<file path="src/sv/sbt_pkg.sv">
// shared types, codes and response byte tables for the scsi block target
`timescale 1ns / 1ps
package sbt_pkg;

   localparam int BLOCK_BYTES_DEF = 512;

   localparam logic [1:0] CMD_START = 2'd0;
   localparam logic [1:0] CMD_WRITE = 2'd1;
   localparam logic [1:0] CMD_READ  = 2'd2;
   localparam logic [1:0] CMD_END   = 2'd3;

   localparam logic [7:0] OPC_READY     = 8'h00;
   localparam logic [7:0] OPC_SENSE     = 8'h03;
   localparam logic [7:0] OPC_INQ       = 8'h12;
   localparam logic [7:0] OPC_FMTCAP    = 8'h23;
   localparam logic [7:0] OPC_CAP10     = 8'h25;
   localparam logic [7:0] OPC_MODE6     = 8'h1A;
   localparam logic [7:0] OPC_RD10      = 8'h28;
   localparam logic [7:0] OPC_REMOVAL   = 8'h1E;
   localparam logic [7:0] OPC_STARTSTOP = 8'h1B;
   localparam logic [7:0] OPC_WR10      = 8'h2A;

   localparam logic [3:0] KEY_ILLEGAL    = 4'd5;
   localparam logic [7:0] ASC_BAD_OPCODE = 8'h20;
   localparam logic [7:0] PAGE_SERIAL    = 8'h80;

   typedef enum logic [2:0] {
      RK_NONE, RK_SENSE, RK_INQ_STD, RK_INQ_SER, RK_FMTCAP, RK_CAP10, RK_MODE6
   } resp_kind_type;

   typedef struct packed {
      logic [1:0]  cmd;
      logic [4:0]  cdb_len;
      logic [7:0]  opcode;
      logic [7:0]  cdb_flags;
      logic [31:0] cdb_word;
      logic [15:0] cdb_length_field;
      logic [15:0] xfer_len;
      logic        storage_ok;
      logic [15:0] storage_bytes;
   } req_type;

   typedef struct packed {
      logic        ok;
      logic        has_byte;
      logic [7:0]  resp_byte;
      logic        last;
      logic        req_write;
      logic        req_read;
      logic [31:0] req_lba;
      logic [15:0] req_count;
      logic        eject_pulse;
      logic [15:0] data_len;
   } rsp_type;

   // one job from front to back; for a response stream lba holds the last lba
   typedef struct packed {
      logic          ok;
      resp_kind_type kind;
      logic          req_write;
      logic          req_read;
      logic [31:0]   lba;
      logic [15:0]   count;
      logic          eject;
      logic [15:0]   blocks;
      logic [3:0]    key;
      logic [7:0]    code;
   } job_type;

   localparam logic [7:0] INQ_IDS [28] = '{
      8'h46, 8'h6C, 8'h69, 8'h70, 8'h70, 8'h65, 8'h72, 8'h20,
      8'h4D, 8'h61, 8'h73, 8'h73, 8'h20, 8'h53, 8'h74, 8'h6F,
      8'h72, 8'h61, 8'h67, 8'h65, 8'h20, 8'h20, 8'h20, 8'h20,
      8'h30, 8'h30, 8'h30, 8'h31
   };

   function automatic logic [5:0] resp_len_f(resp_kind_type k);
      logic [5:0] n;
      unique case (k)
         RK_SENSE:   n = 6'd18;
         RK_INQ_STD: n = 6'd36;
         RK_INQ_SER: n = 6'd5;
         RK_FMTCAP:  n = 6'd12;
         RK_CAP10:   n = 6'd8;
         RK_MODE6:   n = 6'd4;
         default:    n = 6'd1;
      endcase
      return n;
   endfunction

   function automatic logic [7:0] resp_byte_f(resp_kind_type k, logic [5:0] i,
         logic [3:0] key, logic [7:0] code, logic [31:0] lastlba, logic [31:0] blk);
      logic [7:0] b;
      b = 8'h00;
      unique case (k)
         RK_SENSE: begin
            if (i == 6'd0) b = 8'h70;
            else if (i == 6'd2) b = {4'h0, key};
            else if (i == 6'd7) b = 8'd10;
            else if (i == 6'd12) b = code;
         end
         RK_INQ_STD: begin
            if (i == 6'd1) b = 8'h80;
            else if (i == 6'd2) b = 8'h04;
            else if (i == 6'd3) b = 8'h02;
            else if (i == 6'd4) b = 8'd31;
            else if (i >= 6'd8) b = INQ_IDS[5'(i - 6'd8)];
         end
         RK_INQ_SER: begin
            if (i == 6'd1) b = 8'h80;
            else if (i == 6'd3) b = 8'h01;
            else if (i == 6'd4) b = 8'h30;
         end
         RK_FMTCAP: begin
            if (i == 6'd3) b = 8'd8;
            else if (i == 6'd4) b = lastlba[31:24];
            else if (i == 6'd5) b = lastlba[23:16];
            else if (i == 6'd6) b = lastlba[15:8];
            else if (i == 6'd7) b = lastlba[7:0];
            else if (i == 6'd8) b = 8'h02;
            else if (i == 6'd9) b = blk[23:16];
            else if (i == 6'd10) b = blk[15:8];
            else if (i == 6'd11) b = blk[7:0];
         end
         RK_CAP10: begin
            if (i == 6'd0) b = lastlba[31:24];
            else if (i == 6'd1) b = lastlba[23:16];
            else if (i == 6'd2) b = lastlba[15:8];
            else if (i == 6'd3) b = lastlba[7:0];
            else if (i == 6'd4) b = blk[31:24];
            else if (i == 6'd5) b = blk[23:16];
            else if (i == 6'd6) b = blk[15:8];
            else if (i == 6'd7) b = blk[7:0];
         end
         RK_MODE6: begin
            if (i == 6'd0) b = 8'd3;
         end
         default: b = 8'h00;
      endcase
      return b;
   endfunction

endpackage

</file>
<file path="src/sv/sbt_front.sv">
// front end: command state, item classification and job building
`timescale 1ns / 1ps
module sbt_front
   import sbt_pkg::*;
#(
   parameter int BLOCK_BYTES = BLOCK_BYTES_DEF
) (
   input  logic        clock,
   input  logic        reset,
   input  logic        accept,
   input  req_type     req_data,
   input  logic [31:0] total_blocks,
   output job_type     job
);

   // exact reciprocal for 16-bit dividends
   localparam logic [32:0] RECIP =
      33'(((64'd1 << 32) + 64'(BLOCK_BYTES) - 64'd1) / 64'(BLOCK_BYTES));

   logic [7:0]  opcode_ff, opcode_in;
   logic [4:0]  clen_ff, clen_in;
   logic [7:0]  flags_ff, flags_in;
   logic [31:0] word_ff, word_in;
   logic        have_ff, have_in, rx_ff, rx_in, tx_ff, tx_in;
   logic [3:0]  key_ff, key_in;
   logic [7:0]  code_ff, code_in;
   logic [31:0] lba_ff, lba_in;
   logic [15:0] left_ff, left_in;

   logic [15:0] dividend, blocks;
   logic [48:0] prod;
   logic [7:0]  page;
   logic [15:0] cap;

   assign dividend = (req_data.cmd == CMD_WRITE) ? req_data.xfer_len : req_data.storage_bytes;
   assign prod     = 49'(dividend) * 49'(RECIP);
   assign blocks   = prod[47:32];
   assign page     = word_ff[31:24];
   assign cap      = req_data.xfer_len;

   always_comb begin
      opcode_in = opcode_ff; clen_in = clen_ff; flags_in = flags_ff; word_in = word_ff;
      have_in = have_ff; rx_in = rx_ff; tx_in = tx_ff; key_in = key_ff; code_in = code_ff;
      lba_in = lba_ff; left_in = left_ff;
      job = '0;
      job.kind = RK_NONE;
      job.key  = key_ff;
      job.code = code_ff;
      unique case (req_data.cmd)
         CMD_START: begin
            if (req_data.cdb_len == 5'd0) begin
               key_in = KEY_ILLEGAL; code_in = ASC_BAD_OPCODE;
            end else begin
               job.ok = 1'b1;
               opcode_in = req_data.opcode; clen_in = req_data.cdb_len;
               flags_in = req_data.cdb_flags; word_in = req_data.cdb_word;
               have_in = 1'b1; rx_in = 1'b0; tx_in = 1'b0;
               if (req_data.opcode == OPC_WR10 || req_data.opcode == OPC_RD10) begin
                  if (req_data.cdb_len < 5'd10) begin
                     job.ok = 1'b0;
                  end else begin
                     lba_in = req_data.cdb_word; left_in = req_data.cdb_length_field;
                  end
               end
            end
         end
         CMD_WRITE: begin
            if (!have_ff) begin
               key_in = KEY_ILLEGAL; code_in = ASC_BAD_OPCODE;
            end else if (rx_ff) begin
               job.ok = 1'b0;
            end else if (opcode_ff != OPC_WR10) begin
               key_in = KEY_ILLEGAL; code_in = ASC_BAD_OPCODE;
            end else begin
               job.ok = req_data.storage_ok; job.req_write = 1'b1;
               job.lba = lba_ff; job.count = blocks;
               lba_in = lba_ff + 32'(blocks);
               left_in = left_ff - blocks;
               if (left_in == 16'd0) rx_in = 1'b1;
            end
         end
         CMD_READ: begin
            if (!have_ff) begin
               key_in = KEY_ILLEGAL; code_in = ASC_BAD_OPCODE;
            end else if (tx_ff) begin
               job.ok = 1'b0;
            end else if (opcode_ff == OPC_RD10) begin
               job.ok = req_data.storage_ok; job.req_read = 1'b1;
               job.lba = lba_ff; job.count = left_ff; job.blocks = blocks;
               lba_in = lba_ff + 32'(blocks);
               left_in = left_ff - blocks;
               if (left_in == 16'd0) tx_in = 1'b1;
            end else begin
               job.lba = total_blocks - 32'd1;
               priority case (opcode_ff)
                  OPC_SENSE: if (cap >= 16'd18) begin
                     job.kind = RK_SENSE; key_in = 4'd0; code_in = 8'd0;
                  end
                  OPC_INQ: if (clen_ff >= 5'd5 && cap >= 16'd36) begin
                     if (!flags_ff[0]) begin
                        if (page == 8'd0) job.kind = RK_INQ_STD;
                     end else if (page == PAGE_SERIAL) begin
                        job.kind = RK_INQ_SER;
                     end
                  end
                  OPC_FMTCAP: if (cap >= 16'd12) job.kind = RK_FMTCAP;
                  OPC_CAP10:  if (cap >= 16'd8) job.kind = RK_CAP10;
                  OPC_MODE6:  if (cap >= 16'd4) job.kind = RK_MODE6;
                  default: begin
                     key_in = KEY_ILLEGAL; code_in = ASC_BAD_OPCODE;
                  end
               endcase
               if (job.kind != RK_NONE) begin
                  job.ok = 1'b1; tx_in = 1'b1;
               end else begin
                  job.lba = 32'd0;
               end
            end
         end
         default: begin
            if (have_ff) begin
               have_in = 1'b0; clen_in = 5'd0;
               priority case (opcode_ff)
                  OPC_WR10: job.ok = rx_ff;
                  OPC_SENSE, OPC_INQ, OPC_FMTCAP, OPC_CAP10, OPC_MODE6, OPC_RD10:
                     job.ok = tx_ff;
                  OPC_READY: job.ok = 1'b1;
                  OPC_REMOVAL: job.ok = (clen_ff >= 5'd6) && (word_ff[7:0] == 8'd0);
                  OPC_STARTSTOP: if (clen_ff >= 5'd6) begin
                     job.ok = 1'b1; job.eject = word_ff[9];
                  end
                  default: begin
                     key_in = KEY_ILLEGAL; code_in = ASC_BAD_OPCODE;
                  end
               endcase
            end
         end
      endcase
   end

   always_ff @(posedge clock) begin
      if (reset) begin
         opcode_ff <= '0; clen_ff <= '0; flags_ff <= '0; word_ff <= '0;
         have_ff <= 1'b0; rx_ff <= 1'b0; tx_ff <= 1'b0; key_ff <= '0; code_ff <= '0;
         lba_ff <= '0; left_ff <= '0;
      end else if (accept) begin
         opcode_ff <= opcode_in; clen_ff <= clen_in; flags_ff <= flags_in;
         word_ff <= word_in; have_ff <= have_in; rx_ff <= rx_in; tx_ff <= tx_in;
         key_ff <= key_in; code_ff <= code_in; lba_ff <= lba_in; left_ff <= left_in;
      end
   end

endmodule

</file>
<file path="src/sv/sbt_queue.sv">
// two-entry job queue between front and back
`timescale 1ns / 1ps
module sbt_queue
   import sbt_pkg::*;
(
   input  logic    clock,
   input  logic    reset,
   input  logic    wr,
   input  job_type wr_job,
   output logic    full,
   input  logic    rd,
   output logic    valid,
   output job_type rd_job
);

   job_type    slot_ff [2];
   logic       wptr_ff, rptr_ff;
   logic [1:0] count_ff;

   assign full   = (count_ff == 2'd2);
   assign valid  = (count_ff != 2'd0);
   assign rd_job = slot_ff[rptr_ff];

   always_ff @(posedge clock) begin
      if (wr) slot_ff[wptr_ff] <= wr_job;
   end

   always_ff @(posedge clock) begin
      if (reset) begin
         wptr_ff <= 1'b0; rptr_ff <= 1'b0; count_ff <= 2'd0;
      end else begin
         if (wr) wptr_ff <= ~wptr_ff;
         if (rd) rptr_ff <= ~rptr_ff;
         count_ff <= count_ff + 2'(wr) - 2'(rd);
      end
   end

endmodule

</file>
<file path="src/sv/sbt_back.sv">
// back end: expands jobs into result words, one per cycle while the output register is empty or popped
`timescale 1ns / 1ps
module sbt_back
   import sbt_pkg::*;
#(
   parameter int BLOCK_BYTES = BLOCK_BYTES_DEF
) (
   input  logic    clock,
   input  logic    reset,
   input  logic    job_valid,
   input  job_type job,
   output logic    job_pop,
   output logic    empty,
   input  logic    pop,
   output rsp_type rsp_data
);

   localparam logic [31:0] BLK = 32'(BLOCK_BYTES);

   logic [5:0] idx_ff, idx_in, len;
   logic       out_v_ff, load, at_end;
   rsp_type    out_ff, word;
   logic [28:0] got;

   assign len     = resp_len_f(job.kind);
   assign at_end  = (idx_ff == len - 6'd1);
   assign load    = job_valid && (!out_v_ff || pop);
   assign job_pop = load && at_end;
   assign idx_in  = at_end ? 6'd0 : idx_ff + 6'd1;
   assign got     = 29'(job.blocks) * 29'(BLOCK_BYTES);

   always_comb begin
      word = '0;
      word.ok = job.ok;
      word.last = at_end;
      if (job.kind != RK_NONE) begin
         word.has_byte  = 1'b1;
         word.resp_byte = resp_byte_f(job.kind, idx_ff, job.key, job.code, job.lba, BLK);
         word.data_len  = 16'(len);
      end else begin
         word.req_write   = job.req_write;
         word.req_read    = job.req_read;
         word.req_lba     = job.lba;
         word.req_count   = job.count;
         word.eject_pulse = job.eject;
         word.data_len    = job.req_read ? got[15:0] : 16'd0;
      end
   end

   always_ff @(posedge clock) begin
      if (load) out_ff <= word;
   end

   always_ff @(posedge clock) begin
      if (reset) begin
         out_v_ff <= 1'b0; idx_ff <= 6'd0;
      end else begin
         if (load) idx_ff <= idx_in;
         if (load) out_v_ff <= 1'b1;
         else if (pop) out_v_ff <= 1'b0;
      end
   end

   assign empty    = !out_v_ff;
   assign rsp_data = out_ff;

   // mid-stream index only while a streaming job sits at the queue head
   a_idx_stream: assert property (@(posedge clock) disable iff (reset)
      idx_ff != 6'd0 |-> job_valid && job.kind != RK_NONE)
      else $error("stream index without streaming job");
   a_byte_ok: assert property (@(posedge clock) disable iff (reset)
      out_v_ff && out_ff.has_byte |-> out_ff.ok && !out_ff.req_read && !out_ff.req_write)
      else $error("response byte on a failed or storage word");
   a_hold: assert property (@(posedge clock) disable iff (reset)
      out_v_ff && !pop |=> out_v_ff && $stable(out_ff))
      else $error("waiting result word changed");
   a_pop_end: assert property (@(posedge clock) disable iff (reset)
      job_pop |=> out_ff.last)
      else $error("job retired without last word");

endmodule

</file>
<file path="src/sv/scsi_block_target_engine.sv">
// top level of the scsi block target: csr, front end, job queue, back end
`timescale 1ns / 1ps
// Items are taken one per cycle while the two-entry job queue has room; the
// front end updates command state in the accepting cycle. Every item gives
// one result word, except a response-generating read item, which gives one
// word per response byte (4 to 36). The back end issues one word per cycle
// into the output register while it is empty or being popped, and at best
// a result word is on the result ports from the edge after the one that
// takes its item.
// total_blocks lies at address 0 and may be written only while idle.
module scsi_block_target_engine
   import sbt_pkg::*;
#(
   parameter int BLOCK_BYTES = BLOCK_BYTES_DEF
) (
   input  logic        clock,
   input  logic        reset,
   input  logic        push,
   output logic        full,
   input  req_type     req_data,
   output logic        empty,
   input  logic        pop,
   output rsp_type     rsp_data,
   input  logic        psel,
   input  logic        penable,
   input  logic        pwrite,
   input  logic [2:0]  paddr,
   input  logic [31:0] pwdata,
   output logic [31:0] prdata,
   output logic        pready
);

   logic [31:0] total_blocks_ff;
   logic        accept, q_valid, q_pop;
   job_type     f_job, q_job;

   assign pready = 1'b1;
   assign prdata = (paddr[2] == 1'b0) ? total_blocks_ff : 32'd0;

   always_ff @(posedge clock) begin
      if (reset) total_blocks_ff <= '0;
      else if (psel && penable && pwrite && paddr[2] == 1'b0) total_blocks_ff <= pwdata;
   end

   assign accept = push && !full;

   sbt_front #(.BLOCK_BYTES(BLOCK_BYTES)) u_front (
      .clock(clock), .reset(reset), .accept(accept), .req_data(req_data),
      .total_blocks(total_blocks_ff), .job(f_job)
   );

   sbt_queue u_queue (
      .clock(clock), .reset(reset), .wr(accept), .wr_job(f_job), .full(full),
      .rd(q_pop), .valid(q_valid), .rd_job(q_job)
   );

   sbt_back #(.BLOCK_BYTES(BLOCK_BYTES)) u_back (
      .clock(clock), .reset(reset), .job_valid(q_valid), .job(q_job),
      .job_pop(q_pop), .empty(empty), .pop(pop), .rsp_data(rsp_data)
   );

endmodule

</file>
<file path="config.mk">
export PLATFORM = sky130hd
export DESIGN_NAME = scsi_block_target_engine
export DESIGN_NICKNAME = d
export VERILOG_FILES = /design/src/sv/sbt_pkg.sv /design/src/sv/sbt_front.sv /design/src/sv/sbt_queue.sv /design/src/sv/sbt_back.sv /design/src/sv/scsi_block_target_engine.sv
export SDC_FILE = /design/constraint.sdc
export NUM_CORES = 1
export LEC_CHECK = 0
export ABC_AREA = 1
export BUFFER_PORTS_ARGS = -buffer_cell sky130_fd_sc_hd__buf_2
export CAP_MARGIN = 20
export CELL_PAD_IN_SITES_DETAIL_PLACEMENT = 2
export CELL_PAD_IN_SITES_GLOBAL_PLACEMENT = 2
export CORE_UTILIZATION = 34
export CTS_CLUSTER_SIZE = 28
export DETAILED_ROUTE_END_ITERATION = 8
export PLACE_DENSITY = 0.86
export SLEW_MARGIN = 25
export SYNTH_ARGS = -nofsm -noshare
export SYNTH_HDL_FRONTEND = slang
export SYNTH_SLANG_ARGS = --single-unit
</file>
<file path="constraint.sdc">
create_clock -name clock -period 5.4 [get_ports clock]
set_input_delay 1.08 -clock clock [delete_from_list [all_inputs] [get_ports clock]]
set_output_delay 1.08 -clock clock [all_outputs]
set_load 0.03 [all_outputs]
</file>
==> results.cfg <==
[critical_path]
crit_buf_inv = 3
endpoint_kind = register
crit_required_ns = 5.90
critPathSlowestCell = buf_4
critPathMaxStageDelay_ns = 0.63
crit_chain = buf_4 -> nand2_1 -> nand2_2 -> nor2_1 -> nand2_1 -> xor2_1 -> nand4_1 -> nor2_4 -> nand2_2 -> inv_2 -> ha_1 -> inv_1 -> ha_1 -> xor2_1 -> o21ai_0 -> a21oi_1
criticalPathCategory = register to register
crit_family = simple AND/OR/NAND/NOR gates
worstPathMaxFanout = 47
arrival_ns = 4.50
crit_path_start_kind = register

[global_routing]
antenna_found_initial = 2
grt_remaining_overflow = 0
grt_max_degree = 83
grt_pass1_vias = 18400
grt_pass1_wl_um = 111000
track_usage_pct = 27.2

[yosys]
synth_flop_cell = edfxtp_1
synth-edff-count = 200
ys_seq_elements = 327
synth_cells = 2210
synth_cell_types = 58
synth.cell_area_um2 = 17800
synthArstFlopShare_pct = 0
synth-seq-area-share_pct = 48.1
synth.avg_cell_area_um2 = 8.04
synth_warnings = 0

[detailed_routing]
wl_um = 73300
drc = 0
ant_nets = 0
firstDrtPassIters = 5
drtIter0Drc = 1047
routed-via-count = 17000
viasPerCell = 5.42
wl_per_cell_um = 23.4

[final_layout]
nFillCells = 5946
multi_input_area_um2 = 7920
area_growth_pct = 17.5
nNetsFinal = 2592
final_cell_mix = nand2_1 (459), nor2_1 (271), buf_2 (235)
regArea_um2 = 8550
drive_gt1_share_pct = 17.4
final_common_cell = nand2_1

[clocking]
cts_resized = 0
cts_tree = built
clk_latency_ns = 0.60
cts-buffers-inserted = 40
clockRootBuffer = clkbuf_16
cts_hold_buffers = 0
htreeDepth = 2
path_clk_slew_ns = 0.07
clock_sinks = 327
post_cts_buffers = 0
cts_buffer_depth = 3

[placed_design]
place.gp.congestion = 0.899
port-buffer-count = 235
hpwl_um = 52700

[sta]
fin_tns_setup_ns = 0
relSlewSlack_pct = 32.7
period_share_pct = 74.2
period_needed_ns = 4.01
slew_viol_final = 0
finClkSkew_ns = 0.0248
grt_setup_unrepaired = no
finalSetupViolations = 0
hold_viol_final = 0
worst_slew_pin_slew_ns = 1.01
max_freq_ghz = 0.250

[floorplan]
rows = 83
coreArea_um2 = 51500
dieArea_um2 = 53200
die_x_um = 231
initial_core_util_pct = 34.5
die_h_um = 231
io_pins = 259

[power_and_ir_drop]
ir_worst_vdd_v = 0.000286
p_per_area_nw_per_um2 = 446
power_leakage_nw = 8.48
power.total_mw = 9.31

[job]
drv_cap = 0

[outcome]
status = complete, no violations

[hold_path]
holdCritPathClass = register to register
[metrics by stage]
stage          area [um2]  utilization, %  setup WS [ns]  cells  hold slack, ns
3_3_place_gp        19500            37.8           1.13   3051           0.439
3_5_place_dp        19500            37.8           1.01   3051           0.449
4_1_cts             20800            40.4           1.47   3124           0.457
6_report            20900            40.5           1.39   3128           0.453
2_1_floorplan       17800               -           1.04   2212           0.423
5_1_grt             20900            40.5           1.11   3128           0.484
[state kept, by name, indices dropped and copies added, names as in the netlist, 2 cells and up, named ones only]
signal,cells
u_queue.slot_ff,126
u_back.rsp_data,74
total_blocks_ff,32
u_front.lba_ff,32
u_front.word_ff,17
u_front.left_ff,16
u_front.opcode_ff,8
u_back.idx_ff,6
u_front.clen_ff,5
u_queue.count_ff,2
[power breakdown]
group / switching, mW / total (mW) / leakage (nW) / internal (mW)
sequential: 0.244 / 3.56 / 2.99 / 3.31
clock: 1.19 / 2.77 / 0.638 / 1.58
combinational: 2.26 / 2.98 / 4.85 / 0.721
[area by class of cell]
type,instances,share of cell area (%)
clock inverter,19,0.965
tap,680,4.08
clock buffer,54,5.25
inverter,230,4.16
antenna,1,0.0120
timing repair buffer,256,6.62
multi-input combinational,1561,38.0
sequential,327,41.0
[synth_stat cells, drive strengths merged (26+ instances only)]
| master | n | area [um2] |
|---|---|---|
| a21oi | 229 | 1160 |
| buf | 37 | 246 |
| clkbuf | 57 | 214 |
| dfxtp | 127 | 2540 |
| edfxtp | 200 | 6010 |
| ha | 28 | 350 |
| inv | 229 | 865 |
| mux2i | 26 | 260 |
| nand2 | 476 | 1840 |
| nand3 | 137 | 728 |
| nand4 | 29 | 188 |
| nor2 | 296 | 1210 |
| nor3 | 39 | 206 |
| o211ai | 26 | 240 |
| o21ai | 168 | 878 |
[per-layer routing]
metal | track usage (%) | routed length (um) | up-vias
met5 | 0 | 0 | -
met4 | 7.93 | 1760 | 0
met3 | 3.36 | 3140 | 112
met2 | 47.6 | 36400 | 427
met1 | 34.9 | 32000 | 8593
li1 | - | - | 7833
[worst paths after layout]
check                                        start                   to  slack, ns  depth (start not counted)
worst min-delay path            u_front.word_ff[3]   u_front.word_ff[3]       0.45                          2
worst min register to register  u_front.word_ff[3]   u_front.word_ff[3]       0.45                          2
worst max register to register            register  u_queue.count_ff[1]       1.39                         16
worst max-delay path                      register  u_queue.count_ff[1]       1.39                         16
[worst register-to-register path, cell delays in order, from the launching register on]
cell and delay, ns:
dfxtp_2 0.61, buf_4 0.64, nand2_1 0.22, nand2_2 0.26
nor2_1 0.13, nand2_1 0.19, xor2_1 0.19, nand4_1 0.16
nor2_4 0.23, nand2_2 0.10, inv_2 0.10, ha_1 0.25
inv_1 0.08, ha_1 0.17, xor2_1 0.23, o21ai_0 0.13
a21oi_1 0.21
[logic make-up after synthesis]
logic type               after synthesis  share of synthesized area (%)
flip-flops                           327                           48.1
AND/OR/NAND/NOR                     1016                           25.0
AO/OA/AOI/OAI                        461                           14.5
buffers and inverters                324                           7.48
other                                  2                         0.0423
XOR/XNOR                              24                           1.18
adder cells (fa/ha/maj)               30                           2.20
multiplexers                          26                           1.47
Power figures use the tool's default switching activity.
